### config.mk
export PLATFORM = sky130hd
export DESIGN_NAME = reliable_datagram_ack_tracker_flat
export DESIGN_NICKNAME = d
export VERILOG_FILES = /design/src/rtl/rdat_pkg.sv /design/src/rtl/rdat_if.sv /design/src/rtl/rdat_front.sv /design/src/rtl/rdat_back.sv /design/src/rtl/reliable_datagram_ack_tracker.sv /design/src/flat_wrapper.sv
export SDC_FILE = /design/constraint.sdc
export NUM_CORES = 2
export LEC_CHECK = 0
export BUFFER_PORTS_ARGS = -buffer_cell sky130_fd_sc_hd__buf_2
export CORE_MARGIN = 1
export CORE_UTILIZATION = 56
export CTS_CLUSTER_SIZE = 16
export DETAILED_ROUTE_END_ITERATION = 10
export HOLD_SLACK_MARGIN = 0.05
export PLACE_DENSITY_LB_ADDON = 0.3
export SLEW_MARGIN = 10
export SYNTH_ARGS = -nofsm -noshare
export SYNTH_HDL_FRONTEND = slang
export SYNTH_SLANG_ARGS = --single-unit
### constraint.sdc
create_clock -name clk_i -period 9.6 [get_ports clk_i]
set_input_delay 0.48 -clock clk_i [delete_from_list [all_inputs] [get_ports clk_i]]
set_output_delay 0.48 -clock clk_i [all_outputs]
set_load 0.02 [all_outputs]
### src/rtl/rdat_pkg.sv
package rdat_pkg;

  localparam int unsigned SLOTS  = 32;
  localparam int unsigned SLOT_W = (SLOTS > 1) ? $clog2(SLOTS) : 1;
  localparam int unsigned QDEPTH = 2;

  localparam logic [15:0] TIMEOUT_RESET = 16'd1100;
  localparam logic [31:0] LOCAL_SEQ_RESET = 32'd1;

  typedef enum logic [1:0] {
    CMD_SEND = 2'd0,
    CMD_RECV = 2'd1,
    CMD_TICK = 2'd2,
    CMD_NONE = 2'd3
  } cmd_e;

  typedef enum logic [2:0] {
    KIND_SENT     = 3'd0,
    KIND_RELEASED = 3'd1,
    KIND_RESEND   = 3'd2,
    KIND_FULL     = 3'd3,
    KIND_NOTHING  = 3'd4
  } kind_e;

  typedef struct packed {
    logic [1:0]  command;
    logic [31:0] peer_sequence;
    logic [31:0] peer_ack_number;
    logic [31:0] peer_ack_bits;
    logic [15:0] elapsed_ticks;
  } in_item_t;

  typedef struct packed {
    logic [2:0]  kind;
    logic [4:0]  slot;
    logic [31:0] header_sequence;
    logic [31:0] header_ack_number;
    logic [31:0] header_ack_bits;
    logic [15:0] idle_time;
    logic        last;
  } out_item_t;

  // Classified command held in the queue between front and back.
  typedef struct packed {
    cmd_e        cmd;
    logic [31:0] peer_sequence;
    logic [31:0] peer_ack_number;
    logic [31:0] peer_ack_bits;
    logic [15:0] elapsed_ticks;
  } op_t;

  function automatic logic [15:0] sat16(input logic [15:0] a, input logic [15:0] b);
    logic [16:0] s;
    s = {1'b0, a} + {1'b0, b};
    return s[16] ? 16'hFFFF : s[15:0];
  endfunction

endpackage

### src/rtl/rdat_if.sv
interface rdat_in_if;
  import rdat_pkg::*;
  logic     valid;
  logic     ready;
  in_item_t data;
  modport source (output valid, output data, input ready);
  modport sink (input valid, input data, output ready);
endinterface

interface rdat_out_if;
  import rdat_pkg::*;
  logic      valid;
  logic      ready;
  out_item_t data;
  modport source (output valid, output data, input ready);
  modport sink (input valid, input data, output ready);
endinterface

### src/rtl/rdat_front.sv
module rdat_front
  import rdat_pkg::*;
(
  input  logic     clk_i,
  input  logic     rst_ni,
  input  logic     in_valid_i,
  output logic     in_ready_o,
  input  in_item_t in_data_i,
  output logic     op_valid_o,
  output op_t      op_o,
  input  logic     op_pop_i
);

  localparam int unsigned PTR_W = (QDEPTH > 1) ? $clog2(QDEPTH) : 1;
  localparam int unsigned CNT_W = $clog2(QDEPTH + 1);

  op_t              mem_q [QDEPTH];
  logic [PTR_W-1:0] wptr_q, rptr_q;
  logic [CNT_W-1:0] cnt_q;
  logic             push, pop;
  op_t              op_new;

  assign in_ready_o = (cnt_q != CNT_W'(QDEPTH));
  assign push       = in_valid_i && in_ready_o;
  assign op_valid_o = (cnt_q != '0);
  assign pop        = op_pop_i && op_valid_o;
  assign op_o       = mem_q[rptr_q];

  always_comb begin
    op_new.cmd             = cmd_e'(in_data_i.command);
    op_new.peer_sequence   = in_data_i.peer_sequence;
    op_new.peer_ack_number = in_data_i.peer_ack_number;
    op_new.peer_ack_bits   = in_data_i.peer_ack_bits;
    op_new.elapsed_ticks   = in_data_i.elapsed_ticks;
  end

  always_ff @(posedge clk_i) begin
    if (push) begin
      mem_q[wptr_q] <= op_new;
    end
  end

  always_ff @(posedge clk_i or negedge rst_ni) begin
    if (!rst_ni) begin
      wptr_q <= '0;
      rptr_q <= '0;
      cnt_q  <= '0;
    end else begin
      if (push) begin
        wptr_q <= (wptr_q == PTR_W'(QDEPTH - 1)) ? '0 : wptr_q + 1'b1;
      end
      if (pop) begin
        rptr_q <= (rptr_q == PTR_W'(QDEPTH - 1)) ? '0 : rptr_q + 1'b1;
      end
      if (push && !pop) begin
        cnt_q <= cnt_q + 1'b1;
      end else if (pop && !push) begin
        cnt_q <= cnt_q - 1'b1;
      end
    end
  end

endmodule

### src/rtl/rdat_back.sv
module rdat_back
  import rdat_pkg::*;
(
  input  logic        clk_i,
  input  logic        rst_ni,
  input  logic        cfg_we_i,
  input  logic [15:0] cfg_data_i,
  input  logic        op_valid_i,
  input  op_t         op_i,
  output logic        op_pop_o,
  output logic        out_valid_o,
  input  logic        out_ready_i,
  output out_item_t   out_data_o
);

  typedef enum logic [1:0] {
    ST_IDLE,
    ST_WALK,
    ST_FIN
  } state_e;

  state_e            state_q;
  op_t               cur_q;
  logic [SLOT_W-1:0] idx_q;
  logic [15:0]       timeout_q;
  logic [31:0]       local_seq_q;
  logic [31:0]       rnew_q;
  logic [31:0]       rfield_q;
  logic [15:0]       idle_q;
  logic [SLOTS-1:0]  busy_q;
  logic [31:0]       seq_mem [SLOTS];
  logic [15:0]       age_mem [SLOTS];
  logic              pend_valid_q;
  out_item_t         pend_q;
  logic              out_valid_q;
  out_item_t         out_q;

  logic              out_free;
  logic              free_found;
  logic [SLOT_W-1:0] free_idx;
  logic [31:0]       rnew_d, rfield_d, diff_up, diff_dn;
  logic [31:0]       s_cur, ack_diff;
  logic [15:0]       age_new;
  logic              w_busy, w_hit, w_expire, w_emit, w_stall;
  out_item_t         w_item;

  assign out_free    = !out_valid_q || out_ready_i;
  assign out_valid_o = out_valid_q;
  assign out_data_o  = out_q;
  assign op_pop_o    = (state_q == ST_IDLE) && op_valid_i;

  // Lowest free slot.
  always_comb begin
    free_found = 1'b0;
    free_idx   = '0;
    for (int i = SLOTS - 1; i >= 0; i--) begin
      if (!busy_q[i]) begin
        free_found = 1'b1;
        free_idx   = SLOT_W'(i);
      end
    end
  end

  // Remote sequence tracking.
  always_comb begin
    rnew_d   = rnew_q;
    rfield_d = rfield_q;
    diff_up  = op_i.peer_sequence - rnew_q;
    diff_dn  = rnew_q - op_i.peer_sequence;
    if (op_i.peer_sequence > rnew_q) begin
      rnew_d = op_i.peer_sequence;
      if (diff_up >= 32'd32) begin
        rfield_d = (diff_up == 32'd32) ? 32'h8000_0000 : 32'h0;
      end else begin
        rfield_d = (rfield_q << diff_up[4:0]) | (32'h1 << (diff_up[4:0] - 5'd1));
      end
    end else if (op_i.peer_sequence < rnew_q) begin
      if (diff_dn <= 32'd32) begin
        rfield_d = rfield_q | (32'h1 << 5'(diff_dn - 32'd1));
      end
    end
  end

  // One slot per cycle during the walk while no result is stalled.
  always_comb begin
    w_busy   = busy_q[idx_q];
    s_cur    = seq_mem[idx_q];
    ack_diff = cur_q.peer_ack_number - s_cur;
    age_new  = sat16(age_mem[idx_q], cur_q.elapsed_ticks);
    w_hit    = w_busy && (cur_q.peer_ack_number >= s_cur) &&
               ((ack_diff == 32'd0) ||
                ((ack_diff <= 32'd32) && cur_q.peer_ack_bits[5'(ack_diff - 32'd1)]));
    w_expire = w_busy && (age_new > timeout_q);
    w_emit   = (cur_q.cmd == CMD_RECV) ? w_hit : w_expire;
    w_stall  = w_emit && pend_valid_q && !out_free;
    w_item.kind              = (cur_q.cmd == CMD_RECV) ? KIND_RELEASED : KIND_RESEND;
    w_item.slot              = 5'(idx_q);
    w_item.header_sequence   = (cur_q.cmd == CMD_RECV) ? s_cur : local_seq_q;
    w_item.header_ack_number = rnew_q;
    w_item.header_ack_bits   = rfield_q;
    w_item.idle_time         = idle_q;
    w_item.last              = 1'b0;
  end

  always_ff @(posedge clk_i) begin
    if (state_q == ST_IDLE && op_valid_i) begin
      cur_q <= op_i;
      if (op_i.cmd == CMD_SEND && free_found) begin
        seq_mem[free_idx] <= local_seq_q;
        age_mem[free_idx] <= '0;
      end
    end else if (state_q == ST_WALK && !w_stall && cur_q.cmd == CMD_TICK && w_busy) begin
      if (w_expire) begin
        seq_mem[idx_q] <= local_seq_q;
        age_mem[idx_q] <= '0;
      end else begin
        age_mem[idx_q] <= age_new;
      end
    end
  end

  always_ff @(posedge clk_i or negedge rst_ni) begin
    if (!rst_ni) begin
      state_q      <= ST_IDLE;
      idx_q        <= '0;
      timeout_q    <= TIMEOUT_RESET;
      local_seq_q  <= LOCAL_SEQ_RESET;
      rnew_q       <= '0;
      rfield_q     <= '0;
      idle_q       <= '0;
      busy_q       <= '0;
      pend_valid_q <= 1'b0;
      pend_q       <= '0;
      out_valid_q  <= 1'b0;
      out_q        <= '0;
    end else begin
      if (cfg_we_i) begin
        timeout_q <= cfg_data_i;
      end
      if (out_ready_i) begin
        out_valid_q <= 1'b0;
      end
      unique case (state_q)
        ST_IDLE: begin
          if (op_valid_i) begin
            idx_q <= '0;
            unique case (op_i.cmd)
              CMD_SEND: begin
                pend_valid_q              <= 1'b1;
                pend_q.slot               <= free_found ? 5'(free_idx) : 5'd0;
                pend_q.kind               <= free_found ? KIND_SENT : KIND_FULL;
                pend_q.header_sequence    <= local_seq_q;
                pend_q.header_ack_number  <= rnew_q;
                pend_q.header_ack_bits    <= rfield_q;
                pend_q.idle_time          <= idle_q;
                pend_q.last               <= 1'b0;
                if (free_found) begin
                  busy_q[free_idx] <= 1'b1;
                  local_seq_q      <= local_seq_q + 32'd1;
                end
                state_q <= ST_FIN;
              end
              CMD_RECV: begin
                rnew_q   <= rnew_d;
                rfield_q <= rfield_d;
                idle_q   <= '0;
                state_q  <= ST_WALK;
              end
              CMD_TICK: begin
                idle_q  <= sat16(idle_q, op_i.elapsed_ticks);
                state_q <= ST_WALK;
              end
              default: begin
                state_q <= ST_FIN;
              end
            endcase
          end
        end
        ST_WALK: begin
          if (!w_stall) begin
            if (w_emit) begin
              // Hold one result back so the final one can carry last.
              if (pend_valid_q) begin
                out_valid_q <= 1'b1;
                out_q       <= pend_q;
              end
              pend_valid_q <= 1'b1;
              pend_q       <= w_item;
              if (cur_q.cmd == CMD_RECV) begin
                busy_q[idx_q] <= 1'b0;
              end else begin
                local_seq_q <= local_seq_q + 32'd1;
              end
            end
            if (idx_q == SLOT_W'(SLOTS - 1)) begin
              state_q <= ST_FIN;
            end else begin
              idx_q <= idx_q + 1'b1;
            end
          end
        end
        ST_FIN: begin
          if (out_free) begin
            out_valid_q <= 1'b1;
            if (pend_valid_q) begin
              out_q      <= pend_q;
              out_q.last <= 1'b1;
            end else begin
              out_q.kind              <= KIND_NOTHING;
              out_q.slot              <= '0;
              out_q.header_sequence   <= local_seq_q;
              out_q.header_ack_number <= rnew_q;
              out_q.header_ack_bits   <= rfield_q;
              out_q.idle_time         <= idle_q;
              out_q.last              <= 1'b1;
            end
            pend_valid_q <= 1'b0;
            state_q      <= ST_IDLE;
          end
        end
        default: begin
          state_q <= ST_IDLE;
        end
      endcase
    end
  end

endmodule

### src/rtl/reliable_datagram_ack_tracker.sv
// Flow: an accepted item is registered in the front queue and taken by the engine
//   when it is idle; a send or no-op goes through FIN to the output register, a
//   receive or tick first walks all SLOTS slots, one per cycle unless a result stalls.
// The queue keeps accepting items while the engine is busy, until it holds QDEPTH;
//   output stalls hold the engine.
// Reset (rst_ni, async, active low): all slots free, local sequence 1, remote
//   state and idle time zero, resend timeout 1100, queue and output empty.
module reliable_datagram_ack_tracker
  import rdat_pkg::*;
(
  input  logic        clk_i,
  input  logic        rst_ni,
  input  logic        cfg_we_i,
  input  logic [15:0] cfg_data_i,
  rdat_in_if.sink     in_i,
  rdat_out_if.source  out_o
);

  // Front: accept and classify items into a short queue.
  logic op_valid, op_pop;
  op_t  op;

  rdat_front u_front (
    .clk_i      (clk_i),
    .rst_ni     (rst_ni),
    .in_valid_i (in_i.valid),
    .in_ready_o (in_i.ready),
    .in_data_i  (in_i.data),
    .op_valid_o (op_valid),
    .op_o       (op),
    .op_pop_i   (op_pop)
  );

  // Back: update sequence state, walk the slot table, drive results through an output
  // register; the front keeps accepting into its queue while a result waits, until it is full.
  rdat_back u_back (
    .clk_i       (clk_i),
    .rst_ni      (rst_ni),
    .cfg_we_i    (cfg_we_i),
    .cfg_data_i  (cfg_data_i),
    .op_valid_i  (op_valid),
    .op_i        (op),
    .op_pop_o    (op_pop),
    .out_valid_o (out_o.valid),
    .out_ready_i (out_o.ready),
    .out_data_o  (out_o.data)
  );

endmodule

### src/flat_wrapper.sv
// flat-port wrapper written by rule: the top's interface ports become plain ports
module reliable_datagram_ack_tracker_flat import rdat_pkg::*;
  (clk_i, rst_ni, cfg_we_i, cfg_data_i, in_i_valid, in_i_data, in_i_ready, out_o_valid, out_o_data, out_o_ready);
  rdat_in_if in_i_i ();
  rdat_out_if out_o_i ();
  input  logic clk_i;
  input  logic rst_ni;
  input  logic cfg_we_i;
  input  logic [15:0] cfg_data_i;
  input wire logic [$bits(in_i_i.valid)-1:0] in_i_valid;
  input wire logic [$bits(in_i_i.data)-1:0] in_i_data;
  output wire logic [$bits(in_i_i.ready)-1:0] in_i_ready;
  output wire logic [$bits(out_o_i.valid)-1:0] out_o_valid;
  output wire logic [$bits(out_o_i.data)-1:0] out_o_data;
  input wire logic [$bits(out_o_i.ready)-1:0] out_o_ready;
  assign in_i_i.valid = in_i_valid;
  assign in_i_i.data = in_i_data;
  assign in_i_ready = in_i_i.ready;
  assign out_o_valid = out_o_i.valid;
  assign out_o_data = out_o_i.data;
  assign out_o_i.ready = out_o_ready;
  reliable_datagram_ack_tracker u_core (.clk_i(clk_i), .rst_ni(rst_ni), .cfg_we_i(cfg_we_i), .cfg_data_i(cfg_data_i), .in_i(in_i_i), .out_o(out_o_i));
endmodule
==> reports/summary.txt <==
Clock sink total - 2259
Crit-path most repeated cell - a21oi_1
Multi-input logic area - 0.0307 mm²
Hold Crit Class - input port to flop
Pin count of the biggest net entering global routing - 129
Worst r2r path cells - 30
TritonCTS clock tree - done
Arrival time at the worst endpoint - 9.41 ns
Die width - 421 µm
Fin Clk Skew - 0.0841 ns
Die height - 421 µm
Storage cell area - 0.0658 mm²
XOR/XNOR Fraction of Synth Area - 0.964%
Via density - 6.47
Met2 WL - 128000 µm
Wire per inst - 29.1 µm
GRT Residual Overflow - 0
Combinational family with the most area after synthesis - multiplexers
Final ANT Viol Nets - 0
Startpoint types - flop
Register area share after synthesis - 67.1%
Complex-gate fraction of the synthesized area - 7.47%
Fill cells - 12200
Clock power frac - 24.6%
Pre-antenna DRT Iters - 6
Final Power - 34.4 mW
Synth area leaders - edfxtp_1 (57%), dfrtp_1 (10%), mux4_2 (9.3%)
Final Hold Viols - 0
Starting DRT DRC Count - 6680
Post-route cell area - 0.112 mm²
Clk slew on worst S/H paths - 0.06 ns
Cell Area, Synth - 0.0981 mm²
Synth warn - 0
Combinational Power Share - 38.9%
Tcrit/Tclk final - 91.8%
Post-synth top area share - 56.5%
Flops & latches, synth - 2259
Worst Path Required - 10.20 ns
Worst skew pair latency - 0.91 ns
Async SR Flop Fraction - 18.3%
Vias in the first global route - 57800
Slowest-stage cell, CP - nor2_4
Area post-placement - 0.103 mm²
Critical Path Fanout Max - 68
Synth area leader - edfxtp_1
Reg-to-reg endpoint - u_core.u_back.seq_mem[10][20]$_DFFE_PP_
Initial Util - 56.4%
Layout overhead on the synthesized area - 13.9%
Final setup fails - 0
Net Sw Frac - 37.2%
Worst setup path start - u_core.u_back.idx_q[0]$_DFFE_PN0P_
Top post-synthesis cells by count - edfxtp_1 (1846), dfrtp_1 (408), mux4_2 (405)
Critical Path Max Stage Delay - 0.96 ns
Reg2reg start - u_core.u_back.idx_q[0]$_DFFE_PN0P_
Layout cells sized above 1 - 24.0%
DR DRC count - 0
Pleak - 39.5 nW
Met3 routed WL - 20300 µm
Synth unique cells - 95
Fin crit period - 8.81 ns
Reg-to-reg setup timing slack - 0.79 ns
DRT Wirelength - 265000 µm
PD cells - 307 mW/mm²
Most frequent cell after synthesis - edfxtp_1
Capture point of the worst path - u_core.u_back.seq_mem[10][20]$_DFFE_PP_
CTS root buffer - clkbuf_16
Max Used Layer - met4
Gr usage total - 29.9%
Core area - 0.174 mm²
# rows - 153
Mux contribution to synthesized area - 15.0%
Endpoint class of the critical path - flop
First-pass GRT wire length - 387000 µm
Num CTS Buffers - 215
Max-slew violations - 0
Syn Nets - 6408
Ys flop type - edfxtp_1
RD Place Congestion - 0.937
Worst IR drop on VDD - 298 µV
Post_cts resized - 0
Status - completed
Register share of total power - 36.5%
Gate Count Post-Synth - 6110
CTS max path bufs - 3
FMAX - 113 MHz
P_int - 21.6 mW
Initial antenna violation count - 3
Nets - 6916
Post-synth EDFFs - 1846
Synthesized area per cell - 16.1 µm²
RSZ-0062 raised after global routing - false
H-tree depth - 4
Max Cap Viol - 0
Simple-Gate Fraction of Synth Area - 5.37%
NetSw - 12.8 mW
Ports - 258
Port Buffers - 257
Die ar. - 0.177 mm²
Max-slew headroom - 4.81%
Via count - 59000
Post-synthesis adder-cell area fraction - 2.12%
Crit path kind - flop to flop
Slew @ Worst Pin - 1.41 ns
DRT met1 WL - 105000 µm
Post-DP HPWL - 171000 µm
[cell type report]
type,count,share of cell area (%)
Sequential cell,2259,58.9
Clock buffer,275,5.12
Antenna cell,1,0.00224
Timing Repair Buffer,615,4.20
Multi-Input combinational cell,3356,27.5
Clock inverter,122,1.17
Tap cell,2325,2.60
Inverter,171,0.577
[repair_timing]
item	in CTS	in global routing
hold buffers	138	0
endpoints found under the setup margin	0	0
hold endpoints to repair	342	0
setup buffers	0	0
[state kept, by name, summed over array words and instances, names as in the netlist, 82 cells and up]
register,flops
u_core.u_back.age_mem,512
u_core.u_back.pend_q,119
u_core.u_back.cur_q,82
u_core.u_back.seq_mem,1024
u_core.u_front.mem_q,228
u_core.u_back.out_data_o,121
[worst max-delay path: cells and delay by family (launching register included)]
kind,cells,cell delay (ns)
compound gates,15,2.91
simple gates,7,2.13
buf+inv,4,1.15
mux,2,0.76
flops,1,0.70
fa+ha+maj,2,0.69
[routing by layer]
layer | vias up | track usage [%]
met1 | 30200 | 41.1
met2 | 3086 | 47.7
met3 | 538 | 4.67
met4 | 0 | 13.2
li1 | 25200 | -
met5 | - | 0
[kinds of logic after synthesis]
kind of cell / count (synthesis)
DFF: 2259
AOI/OAI and AO/OA: 1105
and+or+nand+nor: 1080
muxes: 900
buffers and inverters: 495
adders and majority gates: 163
xor gates and xnor gates: 108
[power by group through the flow]
stage / combinational [mW] / sequential (mW) / clock [mW]
global placement: 13.0 / 12.7 / 0
finish: 13.4 / 12.5 / 8.45
detailed placement: 13.1 / 12.7 / 0
global route: 14.3 / 12.6 / 8.90
CTS: 13.2 / 12.5 / 8.53
floorplan: 9.05 / 12.6 / 0
[per-stage QoR]
| stage | TNS, ns | util (%) | hold WS (ns) | cells | setup slack (ns) |
|---|---|---|---|---|---|
| floorplan | -284.68 | - | 0.184 | 6110 | -0.356 |
| global placement | 0 | 59.5 | 0.464 | 8588 | 0.935 |
| detailed placement | 0 | 59.5 | 0.470 | 8588 | 0.866 |
| CTS | 0 | 64.3 | 0.0503 | 9123 | 0.863 |
| global route | 0 | 64.3 | 0.111 | 9123 | 0.350 |
| finish | 0 | 64.3 | 0.104 | 9124 | 0.786 |
[how the worst min path moves through the flow]
stage	startpoint	depth (start not counted)	end
finish	cfg_we_i	3	u_core.u_back.timeout_q[4]$_DFFE_PN0P_
detailed placement	u_core.u_back.out_data_o[32]$_DFFE_PN0P_	1	u_core.u_back.out_data_o[32]$_DFFE_PN0P_
CTS	cfg_we_i	3	u_core.u_back.timeout_q[15]$_DFFE_PN0P_
global placement	u_core.u_back.out_data_o[88]$_DFFE_PN0P_	1	u_core.u_back.out_data_o[88]$_DFFE_PN0P_
floorplan	rst_ni	0	u_core.u_back.busy_q[0]$_DFFE_PN0P_
global route	cfg_we_i	3	u_core.u_back.timeout_q[4]$_DFFE_PN0P_
[layout by cell type, fill, tap and decap left out, types with 138 or more instances in the layout]
| master | n |
|---|---|
| buf_4 | 191 |
| o21ai_0 | 264 |
| a22oi_1 | 219 |
| dlygate4sd3_1 | 138 |
| buf_2 | 256 |
| nor2_1 | 191 |
| nand2_1 | 363 |
| mux4_2 | 405 |
| mux2_2 | 289 |
| a21oi_1 | 195 |
| edfxtp_1 | 1846 |
| ha_1 | 158 |
| inv_1 | 169 |
| clkbuf_16 | 218 |
| dfrtp_1 | 400 |
Note: power is estimated with default switching activity, not from simulation.
